File: src/sv/vrsu_pkg.sv
// ----------------------------------------------------------------------------
// vrsu_pkg
// Types, codes and tables shared by the video register scroll unit.
// ----------------------------------------------------------------------------
`default_nettype none

package vrsu_pkg;

   // Payload widths of the two channels
   localparam int unsigned REQ_DATA_W = 16;  // reg_select, write_data, first_line, pad
   localparam int unsigned RSP_DATA_W = 72;  // 66 result bits, padded to bytes
   localparam int unsigned RSP_BITS_W = 66;

   // Input operation kinds (req_tuser)
   typedef enum logic {
      OP_REG_WRITE = 1'b0,
      OP_SCANLINE  = 1'b1
   } op_type;

   // Register offsets from the register window base
   typedef enum logic [2:0] {
      REG_CONTROL_ONE = 3'd0,
      REG_CONTROL_TWO = 3'd1,
      REG_STATUS      = 3'd2,
      REG_OAM_ADDR    = 3'd3,
      REG_OAM_DATA    = 3'd4,
      REG_SCROLL      = 3'd5,
      REG_ADDRESS     = 3'd6,
      REG_DATA        = 3'd7
   } reg_sel_type;

   // Configuration register indexes
   typedef enum logic {
      CSR_MIRROR_MODE = 1'b0,
      CSR_WRITE_BLOCK = 1'b1
   } csr_index_type;

   // Nametable mirroring modes; other codes act as single low
   localparam logic [2:0] MIRROR_HORIZONTAL  = 3'd0;
   localparam logic [2:0] MIRROR_VERTICAL    = 3'd1;
   localparam logic [2:0] MIRROR_SINGLE_LOW  = 3'd2;
   localparam logic [2:0] MIRROR_SINGLE_HIGH = 3'd3;
   localparam logic [2:0] MIRROR_FOUR_SCREEN = 3'd4;

   localparam logic [15:0] ACCESS_RESET   = 16'h2000;
   localparam logic [15:0] TABLE_LOW      = 16'h2000;
   localparam logic [15:0] TABLE_HIGH     = 16'h3EFF;
   localparam logic [15:0] PALETTE_MIRROR = 16'h3F10;
   localparam logic [4:0]  COARSE_Y_LAST  = 5'd29;
   localparam logic [4:0]  COARSE_Y_MAX   = 5'd31;

   // Result item; last member sits in the lowest bits
   typedef struct packed {
      logic [2:0]  scroll_fine_x;
      logic [14:0] scroll_address;
      logic [7:0]  oam_address;
      logic        oam_write;
      logic        palette_copy;
      logic [9:0]  table_offset;
      logic [1:0]  table_bank;
      logic        table_write;
      logic [7:0]  vram_data;
      logic [15:0] vram_address;
      logic        vram_write;
   } result_type;

   // Physical nametable for a logical quadrant under a mirroring mode
   function automatic logic [1:0] bank_map(input logic [2:0] mode, input logic [1:0] quad);
      logic [1:0] bank;
      begin
         case (mode)
            MIRROR_HORIZONTAL:  bank = {1'b0, quad[1]};
            MIRROR_VERTICAL:    bank = {1'b0, quad[0]};
            MIRROR_SINGLE_HIGH: bank = 2'd1;
            MIRROR_FOUR_SCREEN: bank = quad;
            default:            bank = 2'd0;
         endcase
         return bank;
      end
   endfunction

endpackage

`default_nettype wire

File: src/sv/video_register_scroll_unit.sv
// ----------------------------------------------------------------------------
// video_register_scroll_unit
// Loopy-style scroll and register unit of a tile-based video processor.
//
// Each request item is either a CPU write to one of eight video registers
// (req_tuser = 0) or a scanline start (req_tuser = 1); each gives exactly one
// response item. The scroll state is updated and the response is captured in the
// output register at the edge that accepts the request, and a new request is
// taken every cycle as long as the output register is empty or being drained in
// the same cycle. Offset 4 writes report a sprite memory write, offset 7 writes
// (unless blocked) report a video memory write with the mirrored nametable bank and
// offset and the palette copy flag, and scanline items report the reloaded scroll
// address with fine X. Response fields that do not apply are zero. Configuration
// (mirroring mode, data write block) is written through the csr_ port; the user must
// write it only while the unit is idle, as the unit does not enforce this.
// ----------------------------------------------------------------------------
`default_nettype none

module video_register_scroll_unit (
   input  wire logic                             clock,
   input  wire logic                             reset,
   // request channel
   input  wire logic                             req_tvalid,
   output logic                                  req_tready,
   // tdata: [2:0] reg_select, [10:3] write_data, [11] first_line, [15:12] zero
   input  wire logic [vrsu_pkg::REQ_DATA_W-1:0]  req_tdata,
   // tuser: [0] operation
   input  wire logic                             req_tuser,
   // response channel
   output logic                                  rsp_tvalid,
   input  wire logic                             rsp_tready,
   // tdata: [0] vram_write, [16:1] vram_address, [24:17] vram_data,
   //        [25] table_write, [27:26] table_bank, [37:28] table_offset,
   //        [38] palette_copy, [39] oam_write, [47:40] oam_address,
   //        [62:48] scroll_address, [65:63] scroll_fine_x, [71:66] zero
   output logic [vrsu_pkg::RSP_DATA_W-1:0]       rsp_tdata,
   // configuration write port
   input  wire logic                             csr_we,
   input  wire logic                             csr_index,
   input  wire logic [2:0]                       csr_wdata
);
   import vrsu_pkg::*;

   // Configuration
   logic [2:0]  mirror_mode_ff;
   logic        write_block_ff;

   // Scroll state
   logic        incr_32_ff,     incr_32_in;      // control byte one, bit 2
   logic [14:0] temp_addr_ff,   temp_addr_in;
   logic [14:0] view_addr_ff,   view_addr_in;
   logic [2:0]  fine_x_ff,      fine_x_in;
   logic        scroll_2nd_ff,  scroll_2nd_in;
   logic        addr_2nd_ff,    addr_2nd_in;
   logic [15:0] access_addr_ff, access_addr_in;
   logic [7:0]  oam_ptr_ff,     oam_ptr_in;

   // Output register
   logic        rsp_valid_ff,   rsp_valid_in;
   result_type  result_ff,      result_in;

   // Request fields
   logic        req_op;
   reg_sel_type req_sel;
   logic [7:0]  req_byte;
   logic        req_first;
   logic        req_accept;

   // Scanline helpers
   logic [14:0] line_addr;
   logic [14:0] line_next;

   assign req_op    = req_tuser;
   assign req_sel   = reg_sel_type'(req_tdata[2:0]);
   assign req_byte  = req_tdata[10:3];
   assign req_first = req_tdata[11];

   // Take a request whenever the output register frees up this cycle
   assign req_tready = !reset && (!rsp_valid_ff || rsp_tready);
   assign req_accept = req_tvalid && req_tready;

   assign rsp_tvalid = rsp_valid_ff;
   assign rsp_tdata  = {{(RSP_DATA_W - RSP_BITS_W){1'b0}}, result_ff};

   // Scanline reload: full on the first line, horizontal bits otherwise
   assign line_addr = req_first ? temp_addr_ff
                    : ((view_addr_ff & 15'h7BE0) | (temp_addr_ff & 15'h041F));

   // Vertical increment: fine Y, then coarse Y with the bottom-row wrap
   always_comb begin
      line_next = line_addr;
      if (line_addr[14:12] == 3'd7) begin
         line_next[14:12] = 3'd0;
         if (line_addr[9:5] == COARSE_Y_LAST) begin
            line_next[9:5] = 5'd0;
            line_next[11]  = ~line_addr[11];
         end else if (line_addr[9:5] == COARSE_Y_MAX) begin
            line_next[9:5] = 5'd0;
         end else begin
            line_next[9:5] = line_addr[9:5] + 5'd1;
         end
      end else begin
         line_next[14:12] = line_addr[14:12] + 3'd1;
      end
   end

   // Next state and result for the item at the request port
   always_comb begin
      incr_32_in     = incr_32_ff;
      temp_addr_in   = temp_addr_ff;
      view_addr_in   = view_addr_ff;
      fine_x_in      = fine_x_ff;
      scroll_2nd_in  = scroll_2nd_ff;
      addr_2nd_in    = addr_2nd_ff;
      access_addr_in = access_addr_ff;
      oam_ptr_in     = oam_ptr_ff;
      result_in      = '0;

      if (req_op == OP_SCANLINE) begin
         result_in.scroll_address = line_addr;
         result_in.scroll_fine_x  = fine_x_ff;
         view_addr_in             = line_next;
      end else begin
         case (req_sel)
            REG_CONTROL_ONE: begin
               incr_32_in          = req_byte[2];
               temp_addr_in[11:10] = req_byte[1:0];
            end
            REG_OAM_ADDR: begin
               oam_ptr_in = req_byte;
            end
            REG_OAM_DATA: begin
               result_in.oam_write   = 1'b1;
               result_in.oam_address = oam_ptr_ff;
               result_in.vram_data   = req_byte;
               oam_ptr_in            = oam_ptr_ff + 8'd1;
            end
            REG_SCROLL: begin
               if (!scroll_2nd_ff) begin
                  temp_addr_in[4:0] = req_byte[7:3];
                  fine_x_in         = req_byte[2:0];
               end else begin
                  temp_addr_in[9:5]   = req_byte[7:3];
                  temp_addr_in[14:12] = req_byte[2:0];
               end
               scroll_2nd_in = ~scroll_2nd_ff;
            end
            REG_ADDRESS: begin
               if (!addr_2nd_ff) begin
                  temp_addr_in[14:8] = {1'b0, req_byte[5:0]};
               end else begin
                  temp_addr_in[7:0] = req_byte;
                  view_addr_in      = {temp_addr_ff[14:8], req_byte};
                  access_addr_in    = {1'b0, temp_addr_ff[14:8], req_byte};
               end
               addr_2nd_in = ~addr_2nd_ff;
            end
            REG_DATA: begin
               if (!write_block_ff) begin
                  result_in.vram_write   = 1'b1;
                  result_in.vram_address = access_addr_ff;
                  result_in.vram_data    = req_byte;
                  // 0x3000..0x3EFF folds onto the same quadrant bits
                  if (access_addr_ff inside {[TABLE_LOW:TABLE_HIGH]}) begin
                     result_in.table_write  = 1'b1;
                     result_in.table_bank   = bank_map(mirror_mode_ff, access_addr_ff[11:10]);
                     result_in.table_offset = access_addr_ff[9:0];
                  end
                  result_in.palette_copy = (access_addr_ff == PALETTE_MIRROR);
                  access_addr_in = access_addr_ff + (incr_32_ff ? 16'd32 : 16'd1);
               end
            end
            default: begin
            end
         endcase
      end
   end

   // Hold the result until the consumer takes it
   always_comb begin
      rsp_valid_in = rsp_valid_ff;
      if (req_accept) begin
         rsp_valid_in = 1'b1;
      end else if (rsp_tready) begin
         rsp_valid_in = 1'b0;
      end
   end

   always_ff @(posedge clock) begin
      if (reset) begin
         mirror_mode_ff <= MIRROR_SINGLE_LOW;
         write_block_ff <= 1'b0;
         incr_32_ff     <= 1'b0;
         temp_addr_ff   <= '0;
         view_addr_ff   <= '0;
         fine_x_ff      <= '0;
         scroll_2nd_ff  <= 1'b0;
         addr_2nd_ff    <= 1'b0;
         access_addr_ff <= ACCESS_RESET;
         oam_ptr_ff     <= '0;
         rsp_valid_ff   <= 1'b0;
      end else begin
         if (csr_we) begin
            case (csr_index_type'(csr_index))
               CSR_MIRROR_MODE: mirror_mode_ff <= csr_wdata;
               CSR_WRITE_BLOCK: write_block_ff <= csr_wdata[0];
               default: begin
               end
            endcase
         end
         // Advance the scroll state only on an accepted item
         if (req_accept) begin
            incr_32_ff     <= incr_32_in;
            temp_addr_ff   <= temp_addr_in;
            view_addr_ff   <= view_addr_in;
            fine_x_ff      <= fine_x_in;
            scroll_2nd_ff  <= scroll_2nd_in;
            addr_2nd_ff    <= addr_2nd_in;
            access_addr_ff <= access_addr_in;
            oam_ptr_ff     <= oam_ptr_in;
         end
         rsp_valid_ff <= rsp_valid_in;
      end
   end

   // Payload register: no reset
   always_ff @(posedge clock) begin
      if (req_accept) begin
         result_ff <= result_in;
      end
   end

endmodule

`default_nettype wire

File: config.mk
export PLATFORM = sky130hd
export DESIGN_NAME = video_register_scroll_unit
export DESIGN_NICKNAME = d
export VERILOG_FILES = /design/src/sv/vrsu_pkg.sv /design/src/sv/video_register_scroll_unit.sv
export SDC_FILE = /design/constraint.sdc
export NUM_CORES = 1
export LEC_CHECK = 0
export BUFFER_PORTS_ARGS = -buffer_cell sky130_fd_sc_hd__buf_2
export CORE_UTILIZATION = 35
export DETAILED_ROUTE_END_ITERATION = 8
export HOLD_SLACK_MARGIN = 0.05
export PLACE_DENSITY = 0.58
export SLEW_MARGIN = 20
export SYNTH_ARGS = -nofsm -noshare
export SYNTH_HDL_FRONTEND = slang
export SYNTH_SLANG_ARGS = --single-unit
File: constraint.sdc
create_clock -name clock -period 14.4 [get_ports clock]
set_input_delay 1.44 -clock clock [delete_from_list [all_inputs] [get_ports clock]]
set_output_delay 1.44 -clock clock [all_outputs]
set_load 0.01 [all_outputs]
* Word level (Yosys, flattened, before mapping) *
Cells that the tools add are included.

cells by class
  add/sub/neg operators = 4
  order comparisons = 2
  eq/ne operators = 17
  muxes and demuxes = 30
  bitwise gates (word level) = 9
  reduce and logical (&&, ||, !) cells = 32

operators with widths
  operator                                                                  number
  15-bit two-way mux                                                        4
  16-bit two-way mux                                                        2
  16-bit one-hot mux with 2 select lines                                    1
  8-bit one-hot mux with 2 select lines                                     2
  25-bit two-way mux                                                        1
  5-bit two-way mux                                                         5
  10-bit one-hot mux with 2 select lines                                    1
  5-bit AND reduction                                                       4
  3-bit equality test (second input constant)                               6
  16-bit by 6-bit adder with 16-bit output                                  1
  16-bit by 14-bit equality test with 1-bit output (second input constant)  1
  16-bit by 14-bit >= comparator with 1-bit output (second input constant)  1
  16-bit by 14-bit <= comparator with 1-bit output (second input constant)  1
  15-bit by 11-bit bitwise OR with 15-bit output                            1
  3-bit AND reduction                                                       5
  2-bit nonzero test                                                        7
  5-bit equality test (second input constant)                               2
  2-bit inequality test (second input constant)                             5
  8-bit by 1-bit adder with 8-bit output (second input constant)            1
  8-bit two-way mux                                                         1
  1-bit NOT                                                                 8
  2-bit one-hot mux with 4 select lines                                     1
  4-bit AND reduction                                                       2
  7-bit two-way mux                                                         1
  17 further kinds                                                          30

word-level totals
  flip-flop bits (word level) = 131
  bits of input ports = 26
  output and inout bits = 74
  word-level logic and storage cells = 119

* Longest topological paths before layout *
Gate-level depths: netlist (run 1).

  word-level depth = 7
  depth in mapped cells = 9
  mapped depth without buffers = 8

* Worst setup path after synthesis (run 1) *
Ideal clock, no wire load.

  path type = in2reg
  start = input port reset
  end = register view_addr_ff[8]
  library setup time = 0.134 ns
  data arrival time = 5.472 ns
  required time = 14.266 ns
  setup slack = 8.794 ns
  stages on the path = 6
  buffers on the path = 1
  path through = buf_2 -> nand2b_4 -> nor2_1 -> nand2b_1 -> a221oi_1 -> a211oi_1

between the ends
  cells in the longest elaborated chain, start to end = 4

RTL lines
  what                           line                               RTL
  start: declaration             video_register_scroll_unit.sv:21   input wire logic reset,
  1-bit zero test                video_register_scroll_unit.sv:79   assign req_tready = !reset && (!rsp_valid_ff || rsp_tready);
  1-bit logical AND              video_register_scroll_unit.sv:79
  1-bit logical AND              video_register_scroll_unit.sv:80   assign req_accept = req_tvalid && req_tready;
  net req_accept                 video_register_scroll_unit.sv:67   logic req_accept;
  3-bit AND reduction (no line)  n/a
  end signal: assignment         video_register_scroll_unit.sv:215  view_addr_ff <= view_addr_in;
  end: declaration               video_register_scroll_unit.sv:51   logic [14:0] view_addr_ff, view_addr_in;

The timed path passes the listed nets, and every way through them passes these cells.
A chain may end at the register's enable or synchronous reset.

* Final worst setup path (run 1) *
  start = input port rsp_tready
  end = output port req_tready

between the ends
  cells in the longest elaborated chain, start to end = 2

RTL lines
  what                line                              RTL
  start: declaration  video_register_scroll_unit.sv:31  input wire logic rsp_tready,
  1-bit logical OR    video_register_scroll_unit.sv:79
  1-bit logical AND   video_register_scroll_unit.sv:79
  end: declaration    video_register_scroll_unit.sv:24  output logic req_tready,

No other way between the ends.

==> results of run 1 <==
-- power by group through the flow --
stage	combinational, uW	clock (uW)	sequential [uW]
2_1_floorplan	31.2	0	400
3_3_place_gp	53.9	0	396
3_5_place_dp	55.2	0	396
4_1_cts	55.3	375	389
5_1_grt	60.2	390	390
6_report	54.9	368	389
-- per-layer routing --
layer  wire (um)  GRT usage  part of all wire
met5           0          0                 0
met4         259    0.07088             0.018
met3         743    0.04075             0.052
met2        6759     0.2716              0.47
met1        6510     0.2103              0.46
-- worst min-delay path: stages (launching register included) --
cell	delay, ps
dfxtp_1	320
mux2i_1	60
nor2_1	70
-- cell type report --
cell class | count | area, um^2 | share of cell area
multi-input cells | 427 | 2592 | 0.3664
clock buffers | 23 | 457.9 | 0.06472
flip-flops and latches | 125 | 3163 | 0.4470
clock inverters | 9 | 47.55 | 0.006720
inverters | 11 | 41.29 | 0.005836
well taps | 220 | 275.3 | 0.03890
repair buffers | 96 | 498.0 | 0.07038
-- stage by stage --
| step | power [uW] | hold slack [ps] | instance area (um^2) | util |
|---|---|---|---|---|
| final | 811.7 | 484.7 | 7076 | 0.4267 |
| after global routing | 839.7 | 515.0 | 7076 | 0.4267 |
| after CTS | 818.8 | 479.0 | 7063 | 0.4259 |
| after detailed placement | 451.2 | 471.5 | 6558 | 0.3954 |
| after global placement | 449.8 | 461.2 | 6558 | 0.3954 |
| after floorplan | 431.2 | 444.3 | 5971 | - |
-- logic make-up after synthesis --
group | after synthesis | share of synthesized area
buffers and inverters | 52 | 0.03952
xor gates and xnor gates | 5 | 0.007357
other | 1 | 0.0006300
and+or+nand+nor | 265 | 0.2312
AOI/OAI and AO/OA | 121 | 0.1345
adders and majority gates | 9 | 0.01892
DFF | 125 | 0.5314
muxes | 21 | 0.03637
-- cells in the final DEF, fill, tap and decap left out, types with 6 or more instances in the layout --
master,netlist,final
buf_4,6,7
and3_1,7,7
nand2_1,55,55
a21oi_1,34,34
ha_1,9,9
edfxtp_1,66,66
conb_1,1,6
nor2_1,60,59
o21ai_0,25,25
mux2i_1,16,16
buf_2,7,89
clkbuf_16,0,17
dfxtp_1,59,59
and2_1,54,54
a211oi_1,14,14
a311oi_1,6,6
inv_1,11,11
nand2b_1,7,7
nor2b_1,15,15
nand3_1,24,24
nor3_1,14,14
-- flip-flops by register name (all words and copies together) (netlist names) --
register,flops
access_addr_ff,16
addr_2nd_ff,1
fine_x_ff,3
incr_32_ff,1
mirror_mode_ff,3
oam_ptr_ff,8
rsp_tdata,66
rsp_tvalid,1
scroll_2nd_ff,1
temp_addr_ff,15
view_addr_ff,9
write_block_ff,1
-- worst max-delay path by stage --
stage / from / to / slack, ps / cells after the start
4_1_cts: rsp_tready / req_tready / 10580 / 4
3_5_place_dp: reset / access_addr_ff[11]$_SDFFE_PP0P_ / 10290 / 7
6_report: rsp_tready / req_tready / 10530 / 4
3_3_place_gp: reset / access_addr_ff[11]$_SDFFE_PP0P_ / 10320 / 7
5_1_grt: rsp_tready / req_tready / 10410 / 4
2_1_floorplan: reset / view_addr_ff[8]$_SDFFE_PP0P_ / 8790 / 6
==> results.py, run 1 <==
metrics = {
    "power": {
        "netSwitchingFraction": 0.2314,
        "pwr-share-comb": 0.068,
        "p_clk_frac": 0.453,
        "p_sw_uw": 187.8,
        "power_frac_seq": 0.479,
        "vdd_drop_max_mv": 0.08926,
        "powerDensity_nw_per_um2": 114.7,
        "p_leak_uw": 0.002651,
        "p_int_uw": 623.9,
    },
    "clock_network": {
        "cts_buffers": 17,
        "tritoncts": "done",
        "clockBufferDepth": 2,
        "postCtsSetupRepairBufs": 0,
        "hold_buffers": 0,
        "htree_levels": 4,
        "root_buffer": "clkbuf_16",
        "path_clk_slew_ps": 60,
        "cts.sinks": 125,
        "clk_latency_ps": 410,
        "post_cts_resized": 0,
    },
    "synthesis": {
        "yosys.area.top_type": "edfxtp_1",
        "yosys_warnings": 0,
        "postSynthAreaPerCell_um2": 9.936,
        "synth_edf_count": 66,
        "ys_ff_latch": 125,
        "synthCells": 599,
        "synth_common_cells": "edfxtp_1 (66), nor2_1 (60), dfxtp_1 (59), nand2_1 (55), and2_1 (54)",
        "async_flop_share": 0,
        "yosysMostFrequentCell": "edfxtp_1",
        "yosysSeqAreaShare": 0.5314,
        "netlist_area_um2": 5952,
        "ys_top_cells_by_area": "edfxtp_1 (33%), dfxtp_1 (20%), and2_1 (5.7%), nor2_1 (3.8%), nand2_1 (3.5%)",
        "synthDistinctLibCells": 63,
        "ys.flop_type": "edfxtp_1",
        "synth_top_area_frac": 0.3330,
    },
    "critical_path": {
        "cpLargestDelayFamily": "simple AND/OR/NAND/NOR gates",
        "cp-start-kind": "primary input",
        "required_ps": 12960,
        "crit_top_cell": "buf_2",
        "r2r-end": "access_addr_ff[11]$_SDFFE_PP0P_",
        "cpPeakStageDelay_ps": 640,
        "reg2reg_depth": 5,
        "worst-r2r-setup-slack_ps": 11820,
        "path_buf_inv": 2,
        "crit_slowest_cell": "nor2b_1",
        "crit_chain": "buf_2 > nor2b_1 > nor2_1 > buf_2",
        "reg2reg_from": "rsp_tvalid$_SDFFE_PP0P_",
        "arrival_ps": 2430,
        "cp_max_fo": 8,
        "path_class": "in -> out",
        "end_kind": "output pin",
    },
    "die": {
        "dieArea_um2": 17530,
        "std_cell_rows": 47,
        "io-pin-count": 100,
        "die_y_um": 132.4,
        "core_um2": 16580,
        "die_w_um": 132.4,
        "start_util": 0.3589,
    },
    "placed_design": {
        "hpwl_um": 9738,
        "place_worst_setup_slack_ps": 10290,
        "place.gp.congestion": 0.8376,
        "dp_cells": 879,
        "port_buffers": 89,
    },
    "sta": {
        "clock_skew_ps": 8.897,
        "drv_slew": 0,
        "fin_ws_ps": 10530,
        "finalHoldViolCount": 0,
        "min_period_ps": 3874,
        "finalCritPeriodShare": 0.2690,
        "clock.fmax_ghz": 0.2582,
        "worstMarginPinSlew_ps": 1056,
        "setup_viol": 0,
        "slew_headroom": 0.2935,
        "setup_tns_ps": 0,
        "rsz0062_at_grt": "false",
    },
    "detailed_routing": {
        "firstDrtPassIters": 5,
        "first_iter_violations": 423,
        "route.detailed.drc": 0,
        "vias": 4674,
        "routed_wl_um": 14270,
        "drt-wirelength-per-cell_um": 15.67,
        "avgViaCountPerCell": 5.131,
        "ant_nets": 0,
    },
    "min_path": {
        "min_to": "fine_x_ff[2]$_SDFFE_PP0P_",
        "hold_path.startpoint": "fine_x_ff[2]$_SDFFE_PP0P_",
        "whs_path_depth": 2,
        "min_path_type": "reg -> reg",
    },
    "finish": {
        "fin_cells": 911,
        "fin_nets": 713,
        "n_antenna_cell": 0,
        "area_growth_pct": 18.88,
        "drive_above_1_share": 0.1997,
        "nFillCells": 1677,
    },
    "global_route": {
        "grt_pass1_wl_um": 22740,
        "overflow": 0,
        "antenna_found_initial": 0,
        "track_usage": 0.1667,
        "grt_max_degree": 67,
        "grt_pass1_vias": 4427,
    },
    "job": {
        "max-cap-violations": 0,
    },
    "status": {
        "status": "complete, no violations",
    },
}
(Power assumes the default switching activity.)
==> run 2, diff against run 1 <==
- PLACE_DENSITY: 0.58 -> 0.6
- clock period: 14.4 -> 3.5 ns (I/O delays scaled with it)
==> run 2 against run 1 <==
  * Power grew to 4.8 times the previous value
  * Sequential power grew to 4.1 times the previous value
  * Utilization is 1.2 points higher
  * First-iteration DRC count is 4.5% lower
  * Count of clock-buffer cells in the layout is 1 lower
==> results.py, run 2 (synthesized netlist as in run 1, its figures left out) <==
metrics = {
    "status": {
        "status": "complete, no violations",
    },
    "sta": {
        "drv_slew": 0,
        "worstMarginPinSlew_ps": 867.3,
        "slew_headroom": 0.4218,
        "clock_skew_ps": 10.41,
        "setup_viol": 0,
        "min_period_ps": 2391,
        "setup_tns_ps": 0,
        "finalCritPeriodShare": 0.6831,
        "clock.fmax_ghz": 0.4183,
        "finalHoldViolCount": 0,
        "rsz0062_at_grt": "false",
    },
    "finish": {
        "final_cell_area_um2": 7281,
        "fin_cells": 914,
        "drive_above_1_share": 0.2118,
        "largest_reg_flops": 66,
        "area_growth_pct": 22.32,
        "mostFrequentLayoutCells": "buf_2 (89), edfxtp_1 (66), nor2_1 (59), dfxtp_1 (59), nand2_1 (55)",
        "fin_nets": 716,
        "postLayoutCoreUtil": 0.4390,
        "final_common_cell": "buf_2",
        "nFillCells": 1637,
        "n_antenna_cell": 0,
    },
    "critical_path": {
        "cp-start-kind": "register",
        "cp_max_fo": 16,
        "arrival_ps": 2750,
        "path_class": "reg -> reg",
        "end_kind": "register",
        "required_ps": 3860,
    },
    "detailed_routing": {
        "vias": 4783,
        "avgViaCountPerCell": 5.233,
        "drt-wirelength-per-cell_um": 16.03,
        "firstDrtPassIters": 4,
        "first_iter_violations": 404,
        "routed_wl_um": 14650,
        "ant_nets": 0,
        "route.detailed.drc": 0,
    },
    "placed_design": {
        "dpl_cell_area_um2": 6580,
        "dp_cells": 882,
        "place.gp.congestion": 0.8390,
        "port_buffers": 89,
        "hpwl_um": 9838,
    },
    "clock_network": {
        "cts.sinks": 125,
        "cts_buffers": 17,
        "clockBufferDepth": 2,
        "hold_buffers": 0,
        "post_cts_resized": 0,
        "tritoncts": "done",
        "path_clk_slew_ps": 60,
        "htree_levels": 4,
        "root_buffer": "clkbuf_16",
        "postCtsSetupRepairBufs": 0,
        "clk_latency_ps": 420,
    },
    "die": {
        "dieArea_um2": 17530,
        "io-pin-count": 100,
        "std_cell_rows": 47,
        "core_um2": 16580,
        "die_w_um": 132.4,
        "start_util": 0.3589,
        "die_y_um": 132.4,
    },
    "global_route": {
        "overflow": 0,
        "grt_pass1_wl_um": 23430,
        "grt_pass1_vias": 4422,
        "track_usage": 0.1729,
        "met1_usage": 0.2246,
        "grt_max_degree": 68,
        "met3_usage": 0.04537,
        "antenna_found_initial": 2,
        "use_met2": 0.2702,
        "top_usage_layer": "met2",
    },
    "power": {
        "p_leak_uw": 0.002759,
        "vdd_drop_max_mv": 0.3344,
        "powerDensity_nw_per_um2": 534.3,
    },
    "min_path": {
        "min_path_type": "in -> reg",
    },
    "job": {
        "max-cap-violations": 0,
    },
}
## run 2: final timing paths
kind | startpoint | to | slack [ps] | cells after the start
setup / recovery | rsp_tvalid$_SDFFE_PP0P_ | access_addr_ff[15]$_SDFFE_PP0P_ | 1110 | 6
hold / removal | csr_wdata[2] | mirror_mode_ff[2]$_SDFFE_PP0P_ | 190 | 3
setup reg to reg | rsp_tvalid$_SDFFE_PP0P_ | access_addr_ff[15]$_SDFFE_PP0P_ | 1110 | 6
hold reg to reg | fine_x_ff[0]$_SDFFE_PP0P_ | fine_x_ff[0]$_SDFFE_PP0P_ | 500 | 2
## run 2: metal layers
layer	part of all wire	vias to the layer above
met5	0.00089	-
met2	0.47	130
met4	0.018	2
li1	-	2318
met1	0.45	2309
met3	0.056	24
## run 2: power breakdown
part	internal, uW	total [uW]	switching [uW]	leakage, uW
clock	1430	2060	631	0.000337
combinational	75.7	228	152	0.00132
sequential	1580	1600	17.2	0.00110
total	3090	3890	801	0.00276
## run 2: layout make-up
type                            instances  area (um^2)  share of cell area
Sequential cell                       125         3163              0.4344
Multi-Input combinational cell        427         2580              0.3544
Timing Repair Buffer                   99        520.5             0.07149
Clock buffer                           22        495.5             0.06805
Tap cell                              220        275.3             0.03781
Clock inverter                         10        205.2             0.02818
Inverter                               11        41.29            0.005671
## run 2: worst max-delay path: stages, from the launching register on
cell and delay [ps]:
dfxtp_1 300, nor2b_1 120, buf_4 170, or4b_4 570, or2_0 550, or3_1 470
a21oi_1 130
## run 2: stage by stage
step	power [uW]	setup WS [ps]	hold WS, ps
4_1_cts	3935	1123	175.5
5_1_grt	4027	1003	188.6
6_report	3890	1109	193.8
3_5_place_dp	1859	914.9	484.0
2_1_floorplan	1773	237.8	444.3
3_3_place_gp	1853	943.6	460.3
==> run 3, diff against run 2 <==
- ABC_AREA: unset -> 1
- clock period: 3.5 -> 2 ns (I/O delays scaled with it)
==> run 3 against run 2 <==
  * Critical path depth up 5
  * Synthesized area rose by 4.0%
  * Combinational power is 97% higher
  * Sequential share of layout area fell by 1.5 points
  * Clock power rose by 48%
  * Clock skew down 3.4 ps
  * Fmax rose by 36%
  * Worst hold slack lost 130 ps
  * Global-route usage rose by 0.47 points
  * Register-to-register slack worse by 870 ps
  * Power is 62% higher
  * Cell count increased by 21%
==> results.py, run 3 <==
metrics = {
    "status": {
        "status": "complete, no violations",
    },
    "sta": {
        "setup_viol": 0,
        "clock.fmax_ghz": 0.5674,
        "drv_slew": 0,
        "min_period_ps": 1762,
        "finalCritPeriodShare": 0.8812,
        "finalHoldViolCount": 0,
        "hold_ws_ps": 65.20,
        "rsz0062_at_grt": "false",
        "setup_tns_ps": 0,
        "clock_skew_ps": 7.055,
    },
    "global_route": {
        "track_usage": 0.1776,
        "grt_pass1_wl_um": 24740,
        "grt_pass1_vias": 4905,
        "antenna_found_initial": 0,
        "overflow": 0,
        "grt_max_degree": 37,
    },
    "finish": {
        "final_cell_area_um2": 7541,
        "fin_nets": 907,
        "final_common_cell": "nand2_1",
        "drive_above_1_share": 0.1944,
        "n_antenna_cell": 0,
        "largest_reg_flops": 66,
        "area_growth_pct": 21.78,
        "mostFrequentLayoutCells": "nand2_1 (151), nor2_1 (116), inv_1 (100)",
        "postLayoutCoreUtil": 0.4360,
    },
    "clock_network": {
        "path_clk_slew_ps": 50,
        "clk_latency_ps": 410,
        "root_buffer": "clkbuf_16",
        "cts_buffers": 17,
        "clockBufferDepth": 2,
        "tritoncts": "done",
        "postCtsSetupRepairBufs": 0,
        "htree_levels": 4,
        "cts.sinks": 125,
    },
    "detailed_routing": {
        "routed_wl_um": 15400,
        "drt-wirelength-per-cell_um": 13.87,
        "avgViaCountPerCell": 4.765,
        "route.detailed.drc": 0,
        "first_iter_violations": 332,
        "firstDrtPassIters": 5,
        "vias": 5289,
        "ant_nets": 0,
    },
    "synthesis": {
        "yosysMostFrequentCell": "nand2_1",
        "muxShareOfSynthArea": 0.001616,
        "yosysSeqAreaShare": 0.5108,
        "async_flop_share": 0,
        "ys_ff_latch": 125,
        "netlist_area_um2": 6192,
        "synth_edf_count": 66,
        "synth-simple-area-share": 0.2538,
        "ys_top_cells_by_area": "edfxtp_1 (32%), dfxtp_1 (19%), nand2_1 (9.2%), nor2_1 (7.0%), inv_1 (6.1%)",
        "ys.flop_type": "edfxtp_1",
        "synthXorXnorAreaFrac": 0.004243,
        "synth_common_cells": "nand2_1 (152), nor2_1 (116), inv_1 (101), edfxtp_1 (66)",
        "synth_top_area_frac": 0.3201,
        "yosys.area.top_type": "edfxtp_1",
        "synth_compound_area_frac": 0.1144,
        "synth_top_family_by_area": "simple AND/OR/NAND/NOR gates",
        "postSynthAreaPerCell_um2": 8.063,
        "synthCells": 768,
        "yosys_warnings": 0,
        "synthAdderAreaFrac": 0.01819,
        "synthDistinctLibCells": 46,
    },
    "placed_design": {
        "port_buffers": 89,
        "place.gp.congestion": 0.8520,
        "dpl_cell_area_um2": 6917,
        "hpwl_um": 11070,
    },
    "min_path": {
        "min_path_type": "in -> reg",
    },
    "critical_path": {
        "cpPeakStageDelay_ps": 370,
        "cp-start-kind": "register",
        "cp_max_fo": 4,
        "crit_slowest_cell": "nor2_1",
        "end_kind": "register",
        "crit_top_cell": "nand2_1",
        "crit_chain": "inv_1 > ha_1 > nand2_1 > nor2_1 > nand2_1 > nand2_1 > nand2_1 > nand2_1 > nand2_1 > nand2_1 > a21oi_1",
        "required_ps": 2290,
        "arrival_ps": 2060,
        "path_class": "reg -> reg",
    },
    "power": {
        "p_leak_uw": 0.003173,
        "powerDensity_nw_per_um2": 834.1,
        "vdd_drop_max_mv": 0.6199,
    },
    "die": {
        "core_um2": 17300,
        "dieArea_um2": 18230,
        "die_y_um": 135.0,
        "std_cell_rows": 48,
        "die_w_um": 135.0,
        "start_util": 0.3580,
        "io-pin-count": 100,
    },
    "job": {
        "max-cap-violations": 0,
    },
}
-- run 3: cell types whose count changed in the layout (fill, tap and decap cells not counted), moves of 15 or more --
cell     previous run  this run
nand2_1            55       151
o21ai_0            25        59
mux2i_1            16         1
nand3_1            24        48
and2_1             54         0
nor2_1             59       116
inv_1              11       100
-- run 3: per-stage QoR --
step,worst slack [ps],total power (uW),instances
6_report,237.6,6290,1110
3_5_place_dp,123.8,3303,1076
4_1_cts,214.7,6347,1110
3_3_place_gp,188.8,3299,1076
5_1_grt,89.48,6520,1110
2_1_floorplan,-268.3,3141,773
-- run 3: timing repair --
item | 4_1_cts | 5_1_grt
setup endpoints to repair | 0 | 1
endpoints found under the hold margin | 2 | 0
gates resized for setup | 0 | 1
hold buffers | 2 | 0
-- run 3: cells by family after synthesis --
group / after synthesis
and+or+nand+nor: 361
buffers and inverters: 139
AOI/OAI and AO/OA: 129
DFF: 125
adders and majority gates: 9
xor gates and xnor gates: 3
other: 1
muxes: 1
-- run 3: worst paths after layout --
check | from | end | slack, ps | cells past startpoint
max | incr_32_ff$_SDFFE_PP0P_ | access_addr_ff[11]$_SDFFE_PP0P_ | 240 | 11
min | csr_we | write_block_ff$_SDFFE_PP0P_ | 70 | 3
min reg2reg | oam_ptr_ff[7]$_SDFFE_PP0P_ | oam_ptr_ff[7]$_SDFFE_PP0P_ | 480 | 2
max reg2reg | incr_32_ff$_SDFFE_PP0P_ | access_addr_ff[11]$_SDFFE_PP0P_ | 240 | 11
-- run 3: critical path, delay by kind of cell, from the launching register on --
family	cells	cell delay, ps
buffers and inverters	1	90
adders and majority gates	1	140
AOI/OAI and AO/OA	1	50
and+or+nand+nor	8	1010
DFF	1	340
-- run 3: routing by layer --
| metal | track usage | vias to the layer above | part of all wire |
|---|---|---|---|
| li1 | - | 2713 | - |
| met1 | 0.2349 | 2429 | 0.48 |
| met2 | 0.2884 | 125 | 0.47 |
| met3 | 0.03116 | 22 | 0.040 |
| met4 | 0.06866 | 0 | 0.016 |
| met5 | 0 | - | 0 |
-- run 3: final cells by class --
cell class | count | area [um^2]
clock buffers | 29 | 584.3
multi-input cells | 509 | 2464
fillers | 1766 | 9756
clock inverters | 3 | 17.52
flip-flops and latches | 125 | 3164
well taps | 225 | 281.5
repair buffers | 112 | 623.1
inverters | 107 | 406.6
-- run 3: report_power, final --
group	internal [uW]	switching [uW]
clock	1970	1070
sequential	2770	31.2
combinational	141	307
